`config.mk`:
```
export PLATFORM = sky130hd
export DESIGN_NAME = atomic_region_preemption_guard
export DESIGN_NICKNAME = d
export VERILOG_FILES = /design/src/sv/arpg_pkg.sv /design/src/sv/arpg_cfg.sv /design/src/sv/arpg_nest_mem.sv /design/src/sv/atomic_region_preemption_guard.sv
export SDC_FILE = /design/constraint.sdc
export NUM_CORES = 1
export LEC_CHECK = 0
export BUFFER_PORTS_ARGS = -buffer_cell sky130_fd_sc_hd__buf_2
export CORE_MARGIN = 1
export CORE_UTILIZATION = 60
export DETAILED_ROUTE_END_ITERATION = 10
export PLACE_DENSITY_LB_ADDON = 0.12
export SYNTH_ARGS = -nofsm -noshare
export SYNTH_HDL_FRONTEND = slang
export SYNTH_SLANG_ARGS = --single-unit
```
`constraint.sdc`:
```
create_clock -name i_clk -period 6.1 [get_ports i_clk]
set_clock_uncertainty 0.2 [all_clocks]
set_input_delay 0.61 -clock i_clk [delete_from_list [all_inputs] [get_ports i_clk]]
set_output_delay 0.61 -clock i_clk [all_outputs]
set_load 0.02 [all_outputs]
```
`src/sv/arpg_pkg.sv`:
```
`default_nettype none
package arpg_pkg;

    typedef logic [0:0] t_cfg_idx;
    typedef logic [1:0] t_op;

    localparam t_cfg_idx CFG_GUARD_ENABLED = 1'b0;
    localparam t_cfg_idx CFG_POLARITY      = 1'b1;

    localparam t_op OP_MARK   = 2'd1;
    localparam t_op OP_FINISH = 2'd2;

endpackage
`default_nettype wire

```
`src/sv/arpg_cfg.sv`:
```
`default_nettype none
module arpg_cfg (
    input  wire                  i_clk,
    input  wire                  i_rst_n,
    input  wire                  i_cfg_valid,
    output logic                 o_cfg_ready,
    input  wire arpg_pkg::t_cfg_idx i_cfg_index,
    input  wire                  i_cfg_data,
    output logic                 o_guard_enabled,
    output logic                 o_polarity
);
    import arpg_pkg::*;

    logic r_guard_enabled;
    logic r_polarity;

    always_ff @(posedge i_clk) begin
        if (!i_rst_n) begin
            r_guard_enabled <= 1'b0;
            r_polarity      <= 1'b0;
        end else if (i_cfg_valid) begin
            case (i_cfg_index)
                CFG_GUARD_ENABLED: r_guard_enabled <= i_cfg_data;
                CFG_POLARITY:      r_polarity      <= i_cfg_data;
                default: ;
            endcase
        end
    end

    assign o_cfg_ready     = 1'b1;
    assign o_guard_enabled = r_guard_enabled;
    assign o_polarity      = r_polarity;

endmodule
`default_nettype wire

```
`src/sv/arpg_nest_mem.sv`:
```
`default_nettype none
module arpg_nest_mem #(
    parameter int DEPTH = 16,
    parameter int AW    = 4,
    parameter int DW    = 8
) (
    input  wire           i_clk,
    input  wire           i_wr_en,
    input  wire  [AW-1:0] i_wr_addr,
    input  wire  [DW-1:0] i_wr_data,
    input  wire           i_rd_en,
    input  wire  [AW-1:0] i_rd_addr_a,
    input  wire  [AW-1:0] i_rd_addr_b,
    output logic [DW-1:0] o_rd_data_a,
    output logic [DW-1:0] o_rd_data_b
);

    logic [DW-1:0] r_mem [DEPTH];
    logic [DW-1:0] r_rd_a;
    logic [DW-1:0] r_rd_b;

    always_ff @(posedge i_clk) begin
        if (i_wr_en) begin
            r_mem[i_wr_addr] <= i_wr_data;
        end
        if (i_rd_en) begin
            r_rd_a <= r_mem[i_rd_addr_a];
            r_rd_b <= r_mem[i_rd_addr_b];
        end
    end

    assign o_rd_data_a = r_rd_a;
    assign o_rd_data_b = r_rd_b;

endmodule
`default_nettype wire

```
`src/sv/atomic_region_preemption_guard.sv`:
```
`default_nettype none
// Scheduling events are taken when i_start is high and o_busy is low. Each event gives exactly
// one result, shown for a single cycle with o_done high; the receiver cannot stall it, so it
// must capture the result in that cycle. An event first reads the nesting counters of the
// requesting and the pending task from the counter memory, then updates them and registers the
// result. A write-back state follows when a region exit or task finish and a pending entry of
// another task both write the memory, which has a single write port. After reset the block is
// busy while the counter memory is cleared; configuration transfers are accepted at any time,
// including during that pass.
module atomic_region_preemption_guard #(
    parameter int TASKS     = 16,
    parameter int NEST_BITS = 8
) (
    input  wire               i_clk,
    input  wire               i_rst_n,
    input  wire               i_cfg_valid,
    output logic              o_cfg_ready,
    input  wire arpg_pkg::t_cfg_idx i_cfg_index,
    input  wire               i_cfg_data,
    input  wire               i_start,
    output logic              o_busy,
    input  wire  [3:0]        i_task_req,
    input  wire arpg_pkg::t_op i_op,
    input  wire               i_region_enter,
    input  wire               i_event_readonly,
    input  wire               i_selector_undefined,
    input  wire               i_task_in_set,
    input  wire               i_skip,
    output logic              o_done,
    output logic              o_force_first,
    output logic              o_violation
);
    import arpg_pkg::*;

    localparam int AW   = $clog2(TASKS);
    localparam int ACTW = $clog2(TASKS + 1);
    localparam logic [NEST_BITS-1:0] NEST_MAX = {NEST_BITS{1'b1}};

    typedef enum logic [1:0] {S_CLEAR, S_IDLE, S_EXEC, S_WB} t_state;

    function automatic logic [AW-1:0] to_addr(input logic [3:0] t);
        logic [AW+3:0] w;
        w = {{AW{1'b0}}, t};
        return w[AW-1:0];
    endfunction

    function automatic logic in_range(input logic [3:0] t);
        return {28'd0, t} < 32'(TASKS);
    endfunction

    t_state              r_state;
    logic [AW-1:0]       r_clr_addr;
    logic [3:0]          r_task;
    t_op                 r_op;
    logic                r_enter;
    logic                r_ro;
    logic                r_sel_undef;
    logic                r_in_set;
    logic                r_skip;
    logic [ACTW-1:0]     r_active;
    logic                r_pend_valid;
    logic [3:0]          r_pend_task;
    logic                r_warn_armed;
    logic                r_warned;
    logic                r_done;
    logic                r_force;
    logic                r_viol;
    logic [AW-1:0]       r_wb_addr;
    logic [NEST_BITS-1:0] r_wb_data;

    logic                guard_enabled;
    logic                polarity;
    logic                accept;
    logic [NEST_BITS-1:0] rd_a;
    logic [NEST_BITS-1:0] rd_b;
    logic                wr_en;
    logic [AW-1:0]       wr_addr;
    logic [NEST_BITS-1:0] wr_data;

    logic                t_ok;
    logic                p_ok;
    logic                is_exit;
    logic                is_fin;
    logic                is_ent;
    logic                viol_hit;
    logic [NEST_BITS-1:0] ct2;
    logic                t_wr;
    logic [ACTW-1:0]     act1;
    logic [ACTW-1:0]     n_active;
    logic                pv1;
    logic                cur_inside;
    logic                n_warn;
    logic [NEST_BITS-1:0] pc;
    logic                p_wr;
    logic [NEST_BITS-1:0] p_data;

    arpg_cfg u_cfg (
        .i_clk           (i_clk),
        .i_rst_n         (i_rst_n),
        .i_cfg_valid     (i_cfg_valid),
        .o_cfg_ready     (o_cfg_ready),
        .i_cfg_index     (i_cfg_index),
        .i_cfg_data      (i_cfg_data),
        .o_guard_enabled (guard_enabled),
        .o_polarity      (polarity)
    );

    arpg_nest_mem #(
        .DEPTH (TASKS),
        .AW    (AW),
        .DW    (NEST_BITS)
    ) u_mem (
        .i_clk       (i_clk),
        .i_wr_en     (wr_en),
        .i_wr_addr   (wr_addr),
        .i_wr_data   (wr_data),
        .i_rd_en     (accept),
        .i_rd_addr_a (to_addr(i_task_req)),
        .i_rd_addr_b (to_addr(r_pend_task)),
        .o_rd_data_a (rd_a),
        .o_rd_data_b (rd_b)
    );

    assign o_busy = (r_state != S_IDLE);
    assign accept = i_start && (r_state == S_IDLE);

    always_comb begin
        t_ok     = in_range(r_task);
        p_ok     = in_range(r_pend_task);
        is_exit  = (r_op == OP_MARK) && !r_enter;
        is_fin   = (r_op == OP_FINISH);
        is_ent   = (r_op == OP_MARK) && r_enter;
        viol_hit = r_warn_armed && polarity && (r_active != '0) && !r_warned
                   && !(t_ok && (rd_a != '0));

        ct2  = rd_a;
        t_wr = 1'b0;
        act1 = r_active;
        pv1  = r_pend_valid;
        if (is_exit) begin
            if (t_ok && (rd_a != '0)) begin
                ct2  = rd_a - NEST_BITS'(1);
                t_wr = 1'b1;
                if ((ct2 == '0) && (r_active != '0)) begin
                    act1 = r_active - ACTW'(1);
                end
            end
            if (r_pend_task == r_task) begin
                pv1 = 1'b0;
            end
        end else if (is_fin) begin
            if (t_ok && (rd_a != '0)) begin
                ct2  = '0;
                t_wr = 1'b1;
                if (r_active != '0) begin
                    act1 = r_active - ACTW'(1);
                end
            end
            if (r_pend_task == r_task) begin
                pv1 = 1'b0;
            end
        end

        cur_inside = t_ok && (ct2 != '0);
        n_warn     = !r_ro && r_sel_undef && (cur_inside == polarity) && r_in_set && !r_skip;

        // The pending task's counter is forwarded from this event's update when both are the same.
        pc       = (r_pend_task == r_task) ? ct2 : rd_b;
        p_wr     = 1'b0;
        p_data   = pc;
        n_active = act1;
        if (pv1 && p_ok) begin
            if ((pc == '0) && (act1 < ACTW'(TASKS))) begin
                n_active = act1 + ACTW'(1);
            end
            if (pc < NEST_MAX) begin
                p_wr   = 1'b1;
                p_data = pc + NEST_BITS'(1);
            end
        end
    end

    always_comb begin
        wr_en   = 1'b0;
        wr_addr = r_wb_addr;
        wr_data = r_wb_data;
        case (r_state)
            S_CLEAR: begin
                wr_en   = 1'b1;
                wr_addr = r_clr_addr;
                wr_data = '0;
            end
            S_EXEC: begin
                wr_en   = guard_enabled && (t_wr || p_wr);
                wr_addr = t_wr ? to_addr(r_task) : to_addr(r_pend_task);
                wr_data = t_wr ? ct2 : p_data;
            end
            S_WB: begin
                wr_en = 1'b1;
            end
            default: ;
        endcase
    end

    always_ff @(posedge i_clk) begin
        if (!i_rst_n) begin
            r_state      <= S_CLEAR;
            r_clr_addr   <= '0;
            r_active     <= '0;
            r_pend_valid <= 1'b0;
            r_pend_task  <= '0;
            r_warn_armed <= 1'b0;
            r_warned     <= 1'b0;
            r_done       <= 1'b0;
            r_force      <= 1'b0;
            r_viol       <= 1'b0;
        end else begin
            r_done <= (r_state == S_EXEC);
            case (r_state)
                S_CLEAR: begin
                    r_clr_addr <= r_clr_addr + AW'(1);
                    if (r_clr_addr == AW'(TASKS - 1)) begin
                        r_state <= S_IDLE;
                    end
                end
                S_IDLE: begin
                    if (i_start) begin
                        r_task      <= i_task_req;
                        r_op        <= i_op;
                        r_enter     <= i_region_enter;
                        r_ro        <= i_event_readonly;
                        r_sel_undef <= i_selector_undefined;
                        r_in_set    <= i_task_in_set;
                        r_skip      <= i_skip;
                        r_state     <= S_EXEC;
                    end
                end
                S_EXEC: begin
                    if (guard_enabled) begin
                        r_force      <= n_warn;
                        r_viol       <= viol_hit;
                        r_warn_armed <= n_warn;
                        r_warned     <= r_warned || viol_hit;
                        r_active     <= n_active;
                        r_pend_valid <= is_ent;
                        if (is_ent) begin
                            r_pend_task <= r_task;
                        end
                        if (t_wr && p_wr) begin
                            r_wb_addr <= to_addr(r_pend_task);
                            r_wb_data <= p_data;
                            r_state   <= S_WB;
                        end else begin
                            r_state <= S_IDLE;
                        end
                    end else begin
                        r_force <= 1'b0;
                        r_viol  <= 1'b0;
                        r_state <= S_IDLE;
                    end
                end
                S_WB: begin
                    r_state <= S_IDLE;
                end
                default: begin
                    r_state <= S_IDLE;
                end
            endcase
        end
    end

    assign o_done        = r_done;
    assign o_force_first = r_force;
    assign o_violation   = r_viol;

endmodule
`default_nettype wire
```
Word-level counts from Yosys, hierarchy flattened
Memory sizes are Yosys's and may differ from the RTL's. A register that Yosys moved wholly into a read port is not among the register bits.
Cells that the tools add are included.
- multiplexer cells: 37
- eq/ne operators: 11
- order comparisons: 2
- reduce and logical (&&, ||, !) cells: 36
- $add $sub $neg: 5
- bitwise gates (word level): 1
- operators by type and width (operator ; count):
    8-bit 2-to-1 mux ; 8
    5-bit 2-to-1 mux ; 8
    8-bit logical NOT ; 2
    8-bit one-hot mux with 2 select lines ; 1
    8-bit nonzero test ; 2
    1-bit logical AND ; 15
    1-bit 2-to-1 mux ; 12
    8-bit by 1-bit adder with 8-bit output (second input constant) ; 1
    8-bit < comparator (second input constant) ; 1
    2-bit 2-to-1 mux ; 4
    2-bit one-hot mux with 4 select lines ; 1
    4-bit one-hot mux with 2 select lines ; 1
    2-bit AND reduction ; 4
    8-bit by 1-bit subtractor with 8-bit output (second input constant) ; 1
    2-bit == test (second input constant) ; 3
    3-bit AND reduction ; 2
    5-bit by 1-bit adder with 5-bit output (second input constant) ; 1
    1-bit logical NOT ; 5
    5-bit < comparator (second input constant) ; 1
    5-bit nonzero test ; 1
    5-bit by 1-bit subtractor with 5-bit output (second input constant) ; 1
    4-bit by 1-bit adder with 4-bit output (second input constant) ; 1
    2-bit by 1-bit == test with 1-bit output (second input constant) ; 2
    4-bit == test ; 1
    other kinds (11) ; 13
- output and inout port bits: 5
- register bits after elaboration: 46
- bits of input ports: 17
- memories kept: 1
- bits in writable memories: 128
- word-level logic and storage cells: 114
- memories (memory ; words ; width ; read ports ; clocked after memory_dff ; write ports ; line ; source):
    u_mem.r_mem ; 16 ; 8 ; 2 ; 2 ; 1 ; arpg_nest_mem.sv:18 ; logic [DW-1:0] r_mem [DEPTH];

Logic depth before layout (Yosys ltp)
- word-level depth: 13
- gate-level depth with buffers: 17
- gate-level depth less buffers: 16

By module
From an unflattened synthesis, not the netlist that was laid out.
- cells, all modules: 676
- area, all modules: 9897.0 sq um
- by module, submodules not included (module ; cells each ; sequential area each (sq um) ; area each (sq um) ; times used):
    arpg_nest_mem ; 307 ; 4324.1 ; 6505.0 ; 1
    atomic_region_preemption_guard ; 358 ; 1111.1 ; 3289.4 ; 1
    arpg_cfg ; 11 ; 40.0 ; 102.6 ; 1

Worst setup path before layout
OpenSTA, ideal clock, no wires.
- kind: register -> register
- start point: register u_mem.r_rd_a[0] (netlist: u_mem.o_rd_data_a[0]) (read register of u_mem.r_mem)
- end point: memory u_mem.r_mem[0][0], data pin
- arrival time: 4150 ps
- library setup time: 330 ps
- clock period less this slack: 4680 ps
- stages on the path, launching flop included: 18
- path buffers: 1
- required time: 5570 ps
- setup slack: 1420 ps
- cells stage by stage: edfxtp_1 > inv_1 > ha_1 > or3b_1 > buf_6 > nor2_1 > ha_1 > nor4b_1 > a221o_1 > mux2i_1 > inv_1 > ha_1 > nand2_1 > o32a_1 > o31ai_2 > xnor2_1 > nor2_1 > o21ai_0
- word-level cells in the longest chain between the ends: 10
- elaborated cells between the ends (all ways): 16
- classes of those cells: 2 x add/sub; 1 x order compare; 12 x mux; 1 x reduce/logical
- RTL lines (what ; line ; source):
    start: declaration ; arpg_nest_mem.sv:19 ; logic [DW-1:0] r_rd_a;
    branches (longest 3 deep; another with 8-bit by 1-bit subtractor with 8-bit output) ; -- ;
    8-bit 2-to-1 mux (*) ; atomic_region_preemption_guard.sv:140 ; if (is_exit) begin
    8-bit 2-to-1 mux (*) ; atomic_region_preemption_guard.sv:168 ; pc = (r_pend_task == r_task) ? ct2 : rd_b;
    8-bit by 1-bit adder with 8-bit output / 8-bit < comparator (equally long branches) ; atomic_region_preemption_guard.sv:178, atomic_region_preemption_guard.sv:176 ;
    8-bit 2-to-1 mux ; atomic_region_preemption_guard.sv:176 ; if (pc < NEST_MAX) begin
    8-bit 2-to-1 mux (*) ; atomic_region_preemption_guard.sv:172 ; if (pv1 && p_ok) begin
    net p_data[0] ; atomic_region_preemption_guard.sv:95 ; logic [NEST_BITS-1:0] p_data;
    8-bit 2-to-1 mux (*) ; atomic_region_preemption_guard.sv:196 ; wr_data = t_wr ? ct2 : p_data;
    8-bit one-hot mux with 2 select lines (*) ; atomic_region_preemption_guard.sv:187 ; case (r_state)
    net u_mem.i_wr_data[0] ; arpg_nest_mem.sv:10 ; input wire [DW-1:0] i_wr_data,
    end: declaration ; arpg_nest_mem.sv:18 ;
Mark *: on every way through the listed nets, which the timed path passes.

Worst setup path after layout
- start point: register u_mem.r_rd_a[0] (netlist: u_mem.o_rd_data_a[0]) (read register of u_mem.r_mem)
- end point: memory u_mem.r_mem[2][2] (enable)
- word-level cells in the longest chain between the ends: 13
- elaborated cells between the ends (all ways): 20
- classes of those cells: 1 x add/sub; 1 x order compare; 15 x mux; 3 x reduce/logical
- RTL lines (what):
    branches (longest 13 deep; another with 8-bit by 1-bit subtractor with 8-bit output)
Parallel ways; which one is timed is not known.

==> flow_summary.json <==
{
  "grt_use_met3_pct": 5.904,
  "initial_core_util_pct": 61.23,
  "die_y_um": 128.9,
  "final_cells": 881,
  "viasPerCell": 6.976,
  "synth.cell_area_um2": 9656,
  "final.setup.worst_slack_ns": 0.5379,
  "grt_usage_pct": 31.76,
  "netlist.area_leader.share_pct": 51.94,
  "r2r_start": "u_mem.o_rd_data_a[0]$_DFFE_PP_",
  "grt.met2_usage_pct": 49.63,
  "postCtsHoldBufs": 0,
  "ys_warn_count": 0,
  "multiInputGateArea_um2": 3954,
  "hpwl_mm": 17.15,
  "pre_cts_ws_ns": 0.7173,
  "path_max_fanout": 9,
  "final.setup.tns_ns": 0,
  "timing_hold_violations_final": 0,
  "post-route-period-util_pct": 91.18,
  "critical_path_class": "register to register",
  "final_util_pct": 66.71,
  "critPathTopFamily": "simple AND/OR/NAND/NOR gates",
  "seq_area_um2": 5477,
  "critical_path_required_ns": 5.96,
  "max_slew_margin_pct": 32.55,
  "vias": 6146,
  "finalNetCount": 682,
  "critPathMaxStageDelay_ns": 0.79,
  "synth_area_leaders": "edfxtp_1, mux4_2, dfxtp_1",
  "boundaryPins": 22,
  "crit_chain": "inv_1 -> ha_1 -> or3b_1 -> nor2_1 -> ha_1 -> nor4b_1 -> a221o_1 -> mux2i_1 -> inv_1 -> ha_1 -> nand3_1 -> o32a_1 -> o31ai_2 -> a31oi_1 -> nand4b_1 -> nor2_1",
  "holdPathEnd": "r_skip$_DFFE_PP_",
  "antenna_left": 0,
  "cpMaxStageDelayCell": "nor2_1",
  "ys_ff_latch": 190,
  "drc_errors": 0,
  "endpoint_kind": "register",
  "synth_fp_nets": 675,
  "grt.busiest_layer": "met2",
  "coreArea_um2": 15770,
  "yosysTopAreaCell": "edfxtp_1",
  "grt_max_degree": 36,
  "synth_edf_count": 167,
  "hold_depth": 1,
  "gp_routability_congestion": 0.9812,
  "status": "complete, no violations",
  "rows": 46,
  "r2r_cells": 16,
  "p_sw_share_pct": 25.93,
  "cts_sinks": 190,
  "postCtsSetupRepairBufs": 0,
  "drive_gt1_share_pct": 24.51,
  "cap_viol_max_count": 0,
  "start_kind": "register",
  "grt_pass1_vias": 5878,
  "p_sw_w": 0.0007651,
  "finalMaxSlewViolations": 0,
  "cts_buffers": 17,
  "critPathLaunch": "u_mem.o_rd_data_a[0]$_DFFE_PP_",
  "wl_per_cell_um": 27.82,
  "path_buf_inv": 2,
  "ys.flop_type": "edfxtp_1",
  "clkLatencyLatePin_ns": 0.44,
  "postSynthCellCount": 646,
  "drt-total-wl_mm": 24.51,
  "cpMostUsedCell": "ha_1",
  "fin_crit_ns": 5.562,
  "rsz0062_at_grt": "no",
  "nFillCells": 1102,
  "grt_pass1_wl_mm": 36.80,
  "hp-start": "i_skip",
  "finalPower_w": 0.002951,
  "worst_ep_arrival_time_ns": 5.42,
  "setup_viol": 0,
  "htree_levels": 4,
  "fmax_mhz": 179.8,
  "reg2reg_to": "u_mem.r_mem[2][2]$_DFFE_PP_",
  "leakagePower_nw": 3.373,
  "combPwrFrac_pct": 10.9,
  "cts_tree": "done",
  "placedCellCount": 850,
  "ys_types": 73,
  "p_clk_share_pct": 37.0,
  "overflow": 0,
  "internal_power_w": 0.002186,
  "tightest_slew_ns": 1.006,
  "yosysMostFrequentCell": "edfxtp_1",
  "clockBufferDepth": 2,
  "numPortBuffers": 20,
  "antenna_cells": 0,
  "clk_pin_slew_ns": 0.07,
  "ys_top_cells_by_count": "edfxtp_1, mux4_2, nand2_1",
  "met1_usage_pct": 41.96,
  "syn2layout_area_growth_pct": 8.954,
  "power_frac_seq_pct": 52.1,
  "r2r_slack_ns": 0.54,
  "power_density_nw_per_um2": 280.5,
  "fp.dieW_um": 128.9,
  "syn_avg_cell_area_um2": 14.95,
  "synthArstFlopShare_pct": 0,
  "die_area_um2": 16600,
  "synth-seq-area-share_pct": 56.71,
  "hp-class": "input pin to register",
  "drt_first_pass_iters": 7,
  "peakVddDrop_mv": 0.2240,
  "drtIter0Drc": 693,
  "grt_antenna_before_repair": 1,
  "post_cts_resized": 0,
  "clockRootBuffer": "clkbuf_16"
}
## routing by layer
layer,vias up,routed length [µm]
met4,0,1419
met3,64,2104
met5,-,0
met1,3076,9337
li1,2627,-
met2,379,11650
## flip-flops by register name, summed over array words and instances (netlist names), 2 cells and up
name / flops
r_clr_addr: 4
u_mem.o_rd_data_a: 8
r_op: 2
u_mem.o_rd_data_b: 8
r_task: 4
r_wb_addr: 4
u_mem.r_mem: 128
r_state: 2
r_wb_data: 8
r_active: 5
r_pend_task: 4
## worst register-to-register path, stage by stage (launching register included)
cell,delay [ns]
edfxtp_1,0.50
inv_1,0.10
ha_1,0.28
or3b_1,0.56
nor2_1,0.28
ha_1,0.17
nor4b_1,0.05
a221o_1,0.32
mux2i_1,0.29
inv_1,0.12
ha_1,0.23
nand3_1,0.09
o32a_1,0.24
o31ai_2,0.16
a31oi_1,0.37
nand4b_1,0.46
nor2_1,0.79
## worst max-delay path by stage
stage / to / depth (start not counted) / slack, ns
6_report: u_mem.r_mem[2][2]$_DFFE_PP_ / 16 / 0.54
5_1_grt: u_mem.r_mem[2][5]$_DFFE_PP_ / 16 / 0.28
4_1_cts: u_mem.r_mem[0][2]$_DFFE_PP_ / 16 / 0.68
3_5_place_dp: u_mem.r_mem[0][7]$_DFFE_PP_ / 16 / 0.72
3_3_place_gp: u_mem.r_mem[0][7]$_DFFE_PP_ / 16 / 0.87
2_1_floorplan: u_mem.r_mem[0][0]$_DFFE_PP_ / 17 / 1.42
## final cells by class
class / instances / share of cell area [%]
Sequential cell: 190 / 52.06
Clock inverter: 14 / 1.582
Inverter: 16 / 0.5709
Tap cell: 216 / 2.569
Timing Repair Buffer: 29 / 1.594
Multi-Input combinational cell: 399 / 37.58
Clock buffer: 17 / 4.044
## power by group through the flow
stage          clock network, W  logic, W  registers, W
6_report                0.00109  0.000321       0.00154
5_1_grt                 0.00115  0.000338       0.00154
4_1_cts                 0.00110  0.000320       0.00154
3_5_place_dp                  0  0.000318       0.00156
3_3_place_gp                  0  0.000310       0.00156
2_1_floorplan                 0  0.000216       0.00155
## placed cells by master, fill, tap and decap left out, types with 12 or more instances in the layout
cell type	netlist	final
mux2i_1	12	12
inv_1	16	16
nor2_1	35	35
ha_1	12	12
dfxtp_1	23	22
buf_2	5	20
mux4_2	80	80
clkbuf_16	0	17
nand2_1	41	41
edfxtp_1	167	167
nand3_1	17	17
o21ai_0	15	15
nor2b_1	13	13
## stage by stage
step	hold slack, ns	instance area [µm²]
2_1_floorplan	0.2064	9656
3_3_place_gp	0.2490	9928
3_5_place_dp	0.2549	9928
4_1_cts	0.1369	10520
5_1_grt	0.1372	10520
6_report	0.1531	10520
## kinds of logic after synthesis
| family | count (synthesis) | synth area share, % |
|---|---|---|
| AOI/OAI and AO/OA | 95 | 7.490 |
| xor gates and xnor gates | 14 | 1.270 |
| DFF | 190 | 56.71 |
| buffers and inverters | 57 | 2.397 |
| other | 1 | 0.03884 |
| adders and majority gates | 12 | 1.555 |
| muxes | 97 | 20.49 |
| and+or+nand+nor | 180 | 10.06 |
No activity file was read; power rests on OpenSTA's default activity.
